File: config.mk
export PLATFORM = sky130hd
export DESIGN_NAME = bounded_stack_with_dedup_delete_core
export DESIGN_NICKNAME = d
export VERILOG_FILES = /design/src/hw/rtl/bsd_pkg.sv /design/src/hw/rtl/bounded_stack_with_dedup_delete_core.sv /design/src/hw/rtl/bsd_cell.sv
export SDC_FILE = /design/constraint.sdc
export NUM_CORES = 1
export LEC_CHECK = 0
export BUFFER_PORTS_ARGS = -buffer_cell sky130_fd_sc_hd__buf_4
export CAP_MARGIN = 10
export CORE_ASPECT_RATIO = 1.4
export CORE_MARGIN = 2
export CORE_UTILIZATION = 45
export DETAILED_ROUTE_END_ITERATION = 7
export PLACE_DENSITY = 0.7
export SYNTH_ARGS = -nofsm -noshare
export SYNTH_HDL_FRONTEND = slang
export SYNTH_SLANG_ARGS = --single-unit
File: constraint.sdc
create_clock -name clk -period 5.6 [get_ports clk]
set_input_delay 0.56 -clock clk [delete_from_list [all_inputs] [get_ports clk]]
set_output_delay 0.56 -clock clk [all_outputs]
set_load 0.1 [all_outputs]
File: src/hw/rtl/bsd_pkg.sv
// Shared types and codes for the bounded stack with duplicate delete.
// Holds the request and response structs, operation codes and cell control.
// No dependencies.
package bsd_pkg;

  localparam int FUNC_W      = 3;
  localparam int VALUE_W     = 16;
  localparam int COUNT_W     = 5;
  localparam int CAP_W       = 5;
  localparam int CAP_RESET   = 16;
  localparam int MAX_RESULTS = 16;

  localparam logic [FUNC_W-1:0] FUNC_PUSH        = 3'd0;
  localparam logic [FUNC_W-1:0] FUNC_PUSH_UNIQUE = 3'd1;
  localparam logic [FUNC_W-1:0] FUNC_POP         = 3'd2;
  localparam logic [FUNC_W-1:0] FUNC_PEEK        = 3'd3;
  localparam logic [FUNC_W-1:0] FUNC_DEL_FIRST   = 3'd4;
  localparam logic [FUNC_W-1:0] FUNC_DEL_ALL     = 3'd5;
  localparam logic [FUNC_W-1:0] FUNC_CLEAR       = 3'd6;

  typedef logic [1:0] cell_op_t;

  localparam cell_op_t CELL_HOLD     = 2'd0;
  localparam cell_op_t CELL_SHIFT_DN = 2'd1;
  localparam cell_op_t CELL_SHIFT_UP = 2'd2;

  typedef struct packed {
    logic [FUNC_W-1:0]  func;
    logic [VALUE_W-1:0] value;
    logic [COUNT_W-1:0] count;
  } in_req_t;

  typedef struct packed {
    logic [VALUE_W-1:0] data;
    logic               has_data;
    logic [COUNT_W-1:0] done_count;
    logic               last;
  } out_rsp_t;

  typedef struct packed {
    cell_op_t op;
    logic     ins;
  } cell_ctrl_t;

endpackage

File: src/hw/rtl/bounded_stack_with_dedup_delete_core.sv
// Bounded LIFO stack built as a chain of cells, newest entry in the head cell.
// Depends on bsd_pkg and bsd_cell.
//
// A push is accepted, then every cell moves one place toward the bottom, then
// the result is presented. Pop and peek with a nonzero count, and delete and
// push-unique on a non-empty stack, run a scan in which the chain moves one
// place toward the head per cycle, unless the result side stalls an emitted
// entry, and the head entry either drops out or wraps back to the last live
// position. Pop and peek emit each entry during the scan; push-unique of a new
// value then pushes it. Clear, undefined codes and requests with nothing to
// scan go straight to the result, push-unique on an empty stack to the push.
// The next request is taken once the last result is in the output register.
// The stored entries need no clearing after reset.
module bounded_stack_with_dedup_delete_core #(
  parameter int DEPTH      = 16,
  parameter int DATA_WIDTH = 16
) (
  input  logic                            clk,
  input  logic                            rst_n,
  input  logic                            in_valid,
  output logic                            in_ready,
  input  bsd_pkg::in_req_t                in_req,
  output logic                            out_valid,
  input  logic                            out_ready,
  output bsd_pkg::out_rsp_t               out_rsp,
  input  logic                            cfg_wr_en,
  input  logic [bsd_pkg::CAP_W-1:0]       cfg_wr_data
);

  localparam int FW = $clog2(DEPTH + 1);
  localparam int IW = $clog2(DEPTH);
  localparam int CW = (FW > bsd_pkg::COUNT_W) ? FW : bsd_pkg::COUNT_W;

  localparam logic [1:0] ST_IDLE = 2'd0;
  localparam logic [1:0] ST_SCAN = 2'd1;
  localparam logic [1:0] ST_PUSH = 2'd2;
  localparam logic [1:0] ST_FIN  = 2'd3;

  logic [1:0]                    state_r, state_nxt;
  logic [FW-1:0]                 fill_r, fill_nxt;
  logic [FW-1:0]                 step_r, step_nxt;
  logic [FW-1:0]                 steps_r, steps_nxt;
  logic [bsd_pkg::COUNT_W-1:0]   n_r, n_nxt;
  logic [bsd_pkg::COUNT_W-1:0]   done_r, done_nxt;
  logic                          found_r, found_nxt;
  logic [bsd_pkg::FUNC_W-1:0]    func_r, func_nxt;
  logic [DATA_WIDTH-1:0]         val_r, val_nxt;
  logic [bsd_pkg::CAP_W-1:0]     cap_r, cap_nxt;
  logic                          out_valid_r, out_valid_nxt;
  bsd_pkg::out_rsp_t             out_rsp_r, out_rsp_nxt;

  logic [DATA_WIDTH-1:0]         cell_q [DEPTH];
  bsd_pkg::cell_ctrl_t           cell_ctrl [DEPTH];
  bsd_pkg::cell_op_t             cell_op;
  logic                          ins_en;
  logic [IW-1:0]                 ins_idx;

  logic [DATA_WIDTH-1:0]         in_val_ext;
  logic [bsd_pkg::VALUE_W-1:0]   head_data;
  logic                          head_match;
  logic                          keep;
  logic                          is_delete;
  logic                          emit_now;
  logic                          out_free;
  logic                          step_go;
  logic [FW-1:0]                 step_inc;
  logic [CW-1:0]                 cap_ext;
  logic [FW-1:0]                 eff_cap;
  logic [CW-1:0]                 n_min;
  logic [CW-1:0]                 fill_ext;
  logic [CW-1:0]                 cnt_ext;

  // Values wider than the request field are zero extended; narrower ones
  // keep the low bits.
  generate
    if (DATA_WIDTH >= bsd_pkg::VALUE_W) begin : g_wide
      assign in_val_ext = DATA_WIDTH'(in_req.value);
      assign head_data  = cell_q[0][bsd_pkg::VALUE_W-1:0];
    end else begin : g_narrow
      assign in_val_ext = in_req.value[DATA_WIDTH-1:0];
      assign head_data  = bsd_pkg::VALUE_W'(cell_q[0]);
    end
  endgenerate

  // The recirculated head goes in at the last live position.
  assign ins_idx = IW'(fill_r - FW'(1));

  generate
    for (genvar j = 0; j < DEPTH; j++) begin : g_cell
      logic [DATA_WIDTH-1:0] prev_d;
      logic [DATA_WIDTH-1:0] next_d;

      if (j == 0) begin : g_head
        assign prev_d = val_r;
      end else begin : g_body
        assign prev_d = cell_q[j-1];
      end
      if (j == DEPTH - 1) begin : g_tail
        assign next_d = cell_q[0];
      end else begin : g_mid
        assign next_d = cell_q[j+1];
      end

      assign cell_ctrl[j].op  = cell_op;
      assign cell_ctrl[j].ins = ins_en && (ins_idx == IW'(j));

      bsd_cell #(
        .DATA_WIDTH (DATA_WIDTH)
      ) u_cell (
        .clk     (clk),
        .ctrl    (cell_ctrl[j]),
        .prev_d  (prev_d),
        .next_d  (next_d),
        .bcast_d (cell_q[0]),
        .q       (cell_q[j])
      );
    end
  endgenerate

  // Capacity zero acts as one, and anything above the chain length as DEPTH.
  always_comb begin
    cap_ext = CW'(cap_r);
    if (cap_r == '0) begin
      eff_cap = FW'(1);
    end else if (cap_ext > CW'(DEPTH)) begin
      eff_cap = FW'(DEPTH);
    end else begin
      eff_cap = FW'(cap_r);
    end
  end

  always_comb begin
    fill_ext = CW'(fill_r);
    cnt_ext  = CW'(in_req.count);
    n_min    = (cnt_ext < fill_ext) ? cnt_ext : fill_ext;
    if (n_min > CW'(bsd_pkg::MAX_RESULTS)) begin
      n_min = CW'(bsd_pkg::MAX_RESULTS);
    end
  end

  assign head_match = (cell_q[0] == val_r);
  assign is_delete  = (func_r == bsd_pkg::FUNC_DEL_FIRST) ||
                      (func_r == bsd_pkg::FUNC_DEL_ALL);

  always_comb begin
    unique case (func_r)
      bsd_pkg::FUNC_POP:       keep = 1'b0;
      bsd_pkg::FUNC_DEL_FIRST: keep = !(head_match && (done_r == '0));
      bsd_pkg::FUNC_DEL_ALL:   keep = !head_match;
      default:                 keep = 1'b1;
    endcase
  end

  assign emit_now = ((func_r == bsd_pkg::FUNC_POP) || (func_r == bsd_pkg::FUNC_PEEK)) &&
                    (CW'(step_r) < CW'(n_r));
  assign out_free = !out_valid_r || out_ready;
  assign step_go  = (state_r == ST_SCAN) && (!emit_now || out_free);
  assign step_inc = step_r + FW'(1);
  assign in_ready = (state_r == ST_IDLE);
  assign cap_nxt  = cfg_wr_en ? cfg_wr_data : cap_r;

  always_comb begin
    state_nxt     = state_r;
    fill_nxt      = fill_r;
    step_nxt      = step_r;
    steps_nxt     = steps_r;
    n_nxt         = n_r;
    done_nxt      = done_r;
    found_nxt     = found_r;
    func_nxt      = func_r;
    val_nxt       = val_r;
    out_valid_nxt = out_valid_r && !out_ready;
    out_rsp_nxt   = out_rsp_r;
    cell_op       = bsd_pkg::CELL_HOLD;
    ins_en        = 1'b0;

    unique case (state_r)
      ST_IDLE: begin
        if (in_valid) begin
          func_nxt  = in_req.func;
          val_nxt   = in_val_ext;
          n_nxt     = bsd_pkg::COUNT_W'(n_min);
          step_nxt  = '0;
          steps_nxt = fill_r;
          done_nxt  = '0;
          found_nxt = 1'b0;
          unique case (in_req.func)
            bsd_pkg::FUNC_PUSH: begin
              state_nxt = ST_PUSH;
            end
            bsd_pkg::FUNC_PUSH_UNIQUE: begin
              state_nxt = (fill_r == '0) ? ST_PUSH : ST_SCAN;
            end
            bsd_pkg::FUNC_POP: begin
              steps_nxt = FW'(n_min);
              state_nxt = (n_min == '0) ? ST_FIN : ST_SCAN;
            end
            bsd_pkg::FUNC_PEEK: begin
              state_nxt = (n_min == '0) ? ST_FIN : ST_SCAN;
            end
            bsd_pkg::FUNC_DEL_FIRST, bsd_pkg::FUNC_DEL_ALL: begin
              state_nxt = (fill_r == '0) ? ST_FIN : ST_SCAN;
            end
            bsd_pkg::FUNC_CLEAR: begin
              fill_nxt  = '0;
              state_nxt = ST_FIN;
            end
            default: begin
              state_nxt = ST_FIN;
            end
          endcase
        end
      end

      ST_SCAN: begin
        if (step_go) begin
          cell_op = bsd_pkg::CELL_SHIFT_UP;
          ins_en  = keep;
          if (!keep) begin
            fill_nxt = fill_r - FW'(1);
          end
          // The delete count holds at its field maximum on long chains.
          if (is_delete && !keep && (done_r != '1)) begin
            done_nxt = done_r + bsd_pkg::COUNT_W'(1);
          end
          if ((func_r == bsd_pkg::FUNC_PUSH_UNIQUE) && head_match) begin
            found_nxt = 1'b1;
          end
          if (emit_now) begin
            out_valid_nxt          = 1'b1;
            out_rsp_nxt.data       = head_data;
            out_rsp_nxt.has_data   = 1'b1;
            out_rsp_nxt.done_count = bsd_pkg::COUNT_W'(step_inc);
            out_rsp_nxt.last       = (bsd_pkg::COUNT_W'(step_inc) == n_r);
          end
          step_nxt = step_inc;
          if (step_inc == steps_r) begin
            unique case (func_r)
              bsd_pkg::FUNC_PUSH_UNIQUE: begin
                state_nxt = (found_r || head_match) ? ST_FIN : ST_PUSH;
              end
              bsd_pkg::FUNC_POP, bsd_pkg::FUNC_PEEK: begin
                state_nxt = ST_IDLE;
              end
              default: begin
                state_nxt = ST_FIN;
              end
            endcase
          end
        end
      end

      ST_PUSH: begin
        // A push onto a full stack keeps the newest capacity minus one
        // entries; the rest fall off the bottom by lowering the fill.
        cell_op   = bsd_pkg::CELL_SHIFT_DN;
        fill_nxt  = (fill_r >= eff_cap) ? eff_cap : fill_r + FW'(1);
        done_nxt  = bsd_pkg::COUNT_W'(1);
        state_nxt = ST_FIN;
      end

      default: begin
        if (out_free) begin
          out_valid_nxt          = 1'b1;
          out_rsp_nxt.data       = '0;
          out_rsp_nxt.has_data   = 1'b0;
          out_rsp_nxt.done_count = done_r;
          out_rsp_nxt.last       = 1'b1;
          state_nxt              = ST_IDLE;
        end
      end
    endcase
  end

  always_ff @(posedge clk) begin
    if (!rst_n) begin
      state_r     <= ST_IDLE;
      fill_r      <= '0;
      cap_r       <= bsd_pkg::CAP_W'(bsd_pkg::CAP_RESET);
      out_valid_r <= 1'b0;
    end else begin
      state_r     <= state_nxt;
      fill_r      <= fill_nxt;
      cap_r       <= cap_nxt;
      out_valid_r <= out_valid_nxt;
    end
    step_r    <= step_nxt;
    steps_r   <= steps_nxt;
    n_r       <= n_nxt;
    done_r    <= done_nxt;
    found_r   <= found_nxt;
    func_r    <= func_nxt;
    val_r     <= val_nxt;
    out_rsp_r <= out_rsp_nxt;
  end

  assign out_valid = out_valid_r;
  assign out_rsp   = out_rsp_r;

`ifndef SYNTH
  a_fill_bound: assert property (@(posedge clk) disable iff (!rst_n)
    fill_r <= FW'(DEPTH))
    else $error("fill level above chain length");

  a_scan_nonempty: assert property (@(posedge clk) disable iff (!rst_n)
    (state_r == ST_SCAN) |-> (fill_r != '0))
    else $error("scan running on an empty stack");

  a_scan_step: assert property (@(posedge clk) disable iff (!rst_n)
    (state_r == ST_SCAN) |-> (step_r < steps_r))
    else $error("scan step past its end");

  a_push_fill: assert property (@(posedge clk) disable iff (!rst_n)
    (state_r == ST_PUSH) |=> (fill_r != '0))
    else $error("stack empty right after a push");

  a_data_count: assert property (@(posedge clk) disable iff (!rst_n)
    (out_valid && out_rsp.has_data) |-> (out_rsp.done_count != '0))
    else $error("returned entry with zero count");
`endif

endmodule

File: src/hw/rtl/bsd_cell.sv
// One storage cell of the stack chain.
// Depends on bsd_pkg for the cell control struct and its operation codes.
module bsd_cell #(
  parameter int DATA_WIDTH = 16
) (
  input  logic                   clk,
  input  bsd_pkg::cell_ctrl_t    ctrl,
  input  logic [DATA_WIDTH-1:0]  prev_d,
  input  logic [DATA_WIDTH-1:0]  next_d,
  input  logic [DATA_WIDTH-1:0]  bcast_d,
  output logic [DATA_WIDTH-1:0]  q
);

  logic [DATA_WIDTH-1:0] data_r;
  logic [DATA_WIDTH-1:0] data_nxt;

  // Shifting down moves toward the bottom on a push; shifting up moves toward
  // the top during a scan, where the cell flagged for insertion takes the recirculated head.
  always_comb begin
    unique case (ctrl.op)
      bsd_pkg::CELL_SHIFT_DN: data_nxt = prev_d;
      bsd_pkg::CELL_SHIFT_UP: data_nxt = ctrl.ins ? bcast_d : next_d;
      default:                data_nxt = data_r;
    endcase
  end

  always_ff @(posedge clk) begin
    data_r <= data_nxt;
  end

  assign q = data_r;

endmodule

### Yosys cells after proc, flatten, opt, wreduce, memory -nomap -nowiden

Index checks and enable logic that the tools add are counted.

* output and inout bits: 25
* logic and storage cells: 216
* input bits: 34
* bits in registers: 332

* reduce and logical (&&, ||, !) cells: 57
* equal/unequal tests: 42
* $lt $le $gt $ge: 5
* add/subtract/negate cells: 4
* mux-type cells: 76
* bitwise logic cells: 1

Operators with widths (count)
* case mux 16 bit (2 select lines): 16
* 2-to-1 mux 16 bit: 15
* 2-to-1 mux 5 bit: 14
* 2-to-1 mux 23 bit: 3
* case mux 23 bit (2 select lines): 1
* case mux 5 bit (3 select lines): 2
* equality test 4 bit, second input constant: 7
* logical AND 1 bit: 22
* logical NOT 5 bit: 4
* equality test 16 bit: 1
* equality test 4 x 3 -> 1 bit, second input constant: 4
* 2-to-1 mux 2 bit: 8
* AND reduction 4 bit: 4
* adder 5 x 1 -> 5 bit, second input constant: 3
* equality test 3 bit, second input constant: 5
* equality test 3 x 2 -> 1 bit, second input constant: 4
* equality test 5 bit: 2
* > comparator 5 bit, second input constant: 2
* < comparator 5 bit: 2
* != test 2 bit, second input constant: 5
* case mux 5 bit (2 select lines): 1
* 2-to-1 mux 1 bit: 9
* equality test 4 x 2 -> 1 bit, second input constant: 2
* != test 2 x 1 -> 1 bit, second input constant: 4
* other kinds (25): 45

### Depth between registers and ports, before layout

* depth after elaboration: 11
* gate-level depth with buffers: 11
* gate-level depth less buffers: 10

### Modules after synthesis

A second synthesis with hierarchy kept.

* cell total of the unflattened synthesis: 1550
* area total of the unflattened synthesis: 17834.6 um2

By module, submodules not included
* bsd_cell: instances 16, cells an instance 72, sequential area each 480.5 um2, area an instance 845.8 um2
* bounded_stack_with_dedup_delete_core: instances 1, cells an instance 398, sequential area each 2152.1 um2, area an instance 4301.6 um2

### Worst setup path after synthesis

No wires, ideal clock.

* path type: register to register
* from: register out_valid_r (netlist: out_valid)
* to: register g_cell[10].u_cell.data_r[0] (enable)
* data required time: 5099 ps
* path buffers: 0
* period minus slack after synthesis: 4895 ps
* setup slack: 705 ps
* arrival time: 4394 ps
* stages on the path, launching flop included: 5
* setup time: 501 ps
* path through: dfxtp_1 nand2b_1 o41ai_2 a21oi_2 or2_2

* longest elaborated chain between the ends: 8
* elaborated cells on any way between the ends: 9
* those cells by class: 2 x eq/ne; 2 x mux; 5 x reduce/logical

Ends and longest elaborated chain
* start, declared: line bounded_stack_with_dedup_delete_core.sv:49 `logic out_valid_r, out_valid_nxt;`
* start signal, assigned: line bounded_stack_with_dedup_delete_core.sv:285 `out_valid_r <= out_valid_nxt;`
* logical NOT 1 bit *: line bounded_stack_with_dedup_delete_core.sv:156 `assign out_free = !out_valid_r || out_ready;`
* logical OR 1 bit *: line bounded_stack_with_dedup_delete_core.sv:156
* logical OR 1 bit *: line bounded_stack_with_dedup_delete_core.sv:157 `assign step_go = (state_r == ST_SCAN) && (!emit_now || out_free);`
* logical AND 1 bit *: line bounded_stack_with_dedup_delete_core.sv:157
* 2-to-1 mux 2 bit *: line bounded_stack_with_dedup_delete_core.sv:216 `if (step_go) begin`
* case mux 2 bit (2 select lines) *: line bounded_stack_with_dedup_delete_core.sv:177 `unique case (state_r)`
* equality test 2 x 1 -> 1 bit or equality test 2 bit (tied branches): line bsd_cell.sv:20 `unique case (ctrl.op)`
* nonzero test 2 bit (no source line) *
* end signal, assigned: line bsd_cell.sv:28 `data_r <= data_nxt;`
* end, declared: line bsd_cell.sv:14 `logic [DATA_WIDTH-1:0] data_r;`

Every way passes the cells marked *; elsewhere a longest branch is shown, timed or not.
A chain may end at the register's enable or synchronous reset.

### Worst setup path after layout

* from: register done_r[0] (netlist bit)
* to: register g_cell[11].u_cell.data_r[15] (data pin)

* longest elaborated chain between the ends: 9

Ends and longest elaborated chain
* start, declared: line bounded_stack_with_dedup_delete_core.sv:44 `logic [bsd_pkg::COUNT_W-1:0] done_r, done_nxt;`
* start signal, assigned: line bounded_stack_with_dedup_delete_core.sv:290 `done_r <= done_nxt;`
* logical NOT 5 bit: line bounded_stack_with_dedup_delete_core.sv:148 `bsd_pkg::FUNC_DEL_FIRST: keep = !(head_match && (done_r == '0));`
* logical AND 1 bit: line bounded_stack_with_dedup_delete_core.sv:148
* logical NOT 1 bit: line bounded_stack_with_dedup_delete_core.sv:148
* case mux 1 bit (3 select lines): line bounded_stack_with_dedup_delete_core.sv:146 `unique case (func_r)`
* 2-to-1 mux 1 bit: line bounded_stack_with_dedup_delete_core.sv:216
* 2-to-1 mux 1 bit: line bounded_stack_with_dedup_delete_core.sv:177
* logical AND 1 bit: line bounded_stack_with_dedup_delete_core.sv:105 `assign cell_ctrl[j].ins = ins_en && (ins_idx == IW'(j));`
* 2-to-1 mux 16 bit: line bsd_cell.sv:22 `bsd_pkg::CELL_SHIFT_UP: data_nxt = ctrl.ins ? bcast_d : next_d;`
* case mux 16 bit (2 select lines): line bsd_cell.sv:20
* net g_cell[11].u_cell.data_nxt[15]: line bsd_cell.sv:15 `logic [DATA_WIDTH-1:0] data_nxt;`
* end signal, assigned: line bsd_cell.sv:28
* end, declared: line bsd_cell.sv:14

The timed path passes the listed nets, and every way through them passes these cells.

==> qor.txt <==
Synth async-reset ratio -> 0
DR pass1 iterations -> 5
critical path class -> flip-flop to flip-flop
Netlist cell types -> 74
clock insertion delay at the later pin of the skew report -> 0.53 ns
routed via count -> 13000
placed insts -> 2003
#FFs+latches synth -> 332
multi-input logic area -> 6650 sq um
Vias/cell -> 6.32
CTS clock-pin slew for the worst setup and hold paths -> 0.06 ns
CTS resizes -> 0
first-pass GRT wire length -> 72600 um
Synthesized Nets -> 1643
cell count after synthesis -> 1581
GRT Util Overall -> 0.230
fmax -> 275 MHz
CTS tree -> built
Main synth FF type -> edfxtp_1
diodes inserted -> 0
sequential cell area -> 9840 sq um
sequential cell fraction of total power -> 0.448
leakage -> 0.00652 uW
number of synthesized flops with an enable pin -> 319
# IOs -> 59
CP max FO -> 17
initial antenna violation count -> 0
row count -> 85
Sw Ratio -> 0.399
Final Skew -> 0.0237 ns
post-route ant nets -> 0
DIE HEIGHT -> 236 um
setup tns final -> 0 ns
grt ovf -> 0
Remaining DRCs -> 0
commonest non-fill, non-tap cells in the layout -> edfxtp_1 (319), nand2_1 (284), o211ai_1 (218), nand3_1 (155), nor2_1 (81)
commonest non-fill, non-tap cell in the layout -> edfxtp_1
Hold WC Path Type -> input pin to flip-flop
layout cells sized above 1 -> 0.114
die width -> 170 um
drt first-iter violations -> 1444
Final #Nets -> 1624
P&R area growth vs syn -> 8.91%
netlist area before placement -> 17300 sq um
RSZ-0062 raised after global routing -> no
CTS H-tree depth -> 2
WL per Instance -> 22.4 um
vias in the first global route -> 13100
Critical Path Max Stage Delay -> 0.79 ns
Synth Warn # -> 0
Final Slew Violations -> 0
die area -> 40100 sq um
post-place setup slack -> 2.00 ns
core region area -> 38200 sq um
non-filler cells, final -> 2064
CP most frequent cell -> nor2_1
FILL cells -> 3335
nature of the critical path endpoint -> flip-flop
Final Power -> 12300 uW
WL final -> 46300 um
crit path max-delay cell type -> or2_1
post-DP HPWL -> 28100 um
WP data required -> 5.83 ns
Clock Tree Root -> clkbuf_16
Comb pwr share -> 0.374
Clock Path Buffers -> 3
post-synthesis sequential area ratio -> 0.568
outcome -> finished, final reports clean
maxcap violations -> 0
Setup Viol. Count Final -> 0
Tmin final -> 3.63 ns
startpoint types -> flip-flop
Int Pwr -> 7400 uW
power per cell area -> 652 nW/um^2
Tightest Pin Transition -> 1.12 ns
maximum vdd ir drop -> 0.557 mV
TritonCTS Buffers -> 35
Starting Density -> 0.454
Buffers on Ports -> 58
Avg Inst Size Synth -> 11.0 sq um
Clk pwr share -> 0.178
CTS Sinks -> 332
crit path DAT -> 3.87 ns
NetSw -> 4910 uW
Worst slew margin -> 0.252
number of hold buffers added after CTS -> 0
GP Congestion -> 0.867
post-CTS setup buffers -> 0
fin worst setup slack -> 1.97 ns
largest net degree at the start of global routing -> 149
crit path cell chain -> inv_1 > ha_1 > nor4b_1 > nor2_1 > nor2_1 > a21o_4 > or2_1 > o211ai_1
Final period util -> 0.648
Hold Vio Cnt, Final -> 0
## worst max-delay path, delay by kind of cell (launching register included)
kind            cells  cell delay, ns
compound gates      2            0.57
fa+ha+maj           1            0.14
buf+inv             1            0.11
simple gates        4            2.10
flops               1            0.44
## final cells by class
type	instances	area share
Sequential cell	332	0.521
Tap cell	478	0.0317
Clock buffer	46	0.0508
Multi-Input combinational cell	1092	0.352
Inverter	19	0.00378
Clock inverter	15	0.00457
Timing Repair Buffer	82	0.0359
## worst paths after layout
check                   from  slack [ns]  cells after the start                       to
setup / recovery   done_r[0]        1.97                      8  g_cell[11].u_cell.q[15]
hold / removal    in_req[16]        0.22                      1     g_cell[0].prev_d[11]
setup reg to reg   done_r[0]        1.97                      8  g_cell[11].u_cell.q[15]
hold reg to reg   cap_ext[0]        0.51                      2               cap_ext[0]
## registers in the layout, indices dropped and copies added, names as in the netlist
register,flops
n_r,5
g_cell.prev_d,16
g_cell.u_cell.q,256
out_rsp,23
out_valid,1
step_r,5
state_r,2
found_r,1
func_r,3
cap_ext,5
fill_ext,5
steps_r,5
done_r,5
## synthesized netlist by cell type (12+ instances only)
cell        n  share of area
a21o_1     12         0.0052
a21oi_1    15         0.0043
a31oi_1    53          0.019
and2_1     19         0.0069
buf_2      70          0.020
buf_4      15         0.0065
buf_6      16          0.010
clkbuf_1   32         0.0069
dfxtp_1    13          0.015
edfxtp_1  319           0.55
ha_1       28          0.020
inv_1      18         0.0039
mux2i_1    14         0.0081
nand2_1   285          0.062
nand3_1   155          0.045
nor2_1     81          0.018
o211ai_1  218          0.094
o21ai_0    54          0.016
xor2_1     22          0.011
## cells by family after synthesis
kind of cell,share of synthesized area
xor gates and xnor gates,0.0167
DFF,0.568
adders and majority gates,0.0202
and+or+nand+nor,0.152
buffers and inverters,0.0504
muxes,0.0213
AOI/OAI and AO/OA,0.172
## metrics by stage
step / cell area (sq um) / hold slack, ns / utilization
global placement: 17800 / 0.490 / 0.467
CTS: 18900 / 0.207 / 0.494
global route: 18900 / 0.211 / 0.494
detailed placement: 17800 / 0.511 / 0.467
floorplan: 17300 / 0.461 / -
finish: 18900 / 0.222 / 0.494
## routing by layer
metal	vias up	GRT usage	part of all wire
met2	557	0.399	0.51
met5	-	0	0
met4	0	0.115	0.049
li1	5934	-	-
met1	6418	0.281	0.38
met3	129	0.0289	0.062
## power groups by stage
stage                     clock, uW  combinational (uW)  sequential [uW]
after global routing           2320                5010             5660
after detailed placement          0                4580             5520
after CTS                      2220                4590             5510
after global placement            0                4470             5490
final                          2200                4610             5520
after floorplan                   0                3010             5950
(Power assumes the default switching activity.)
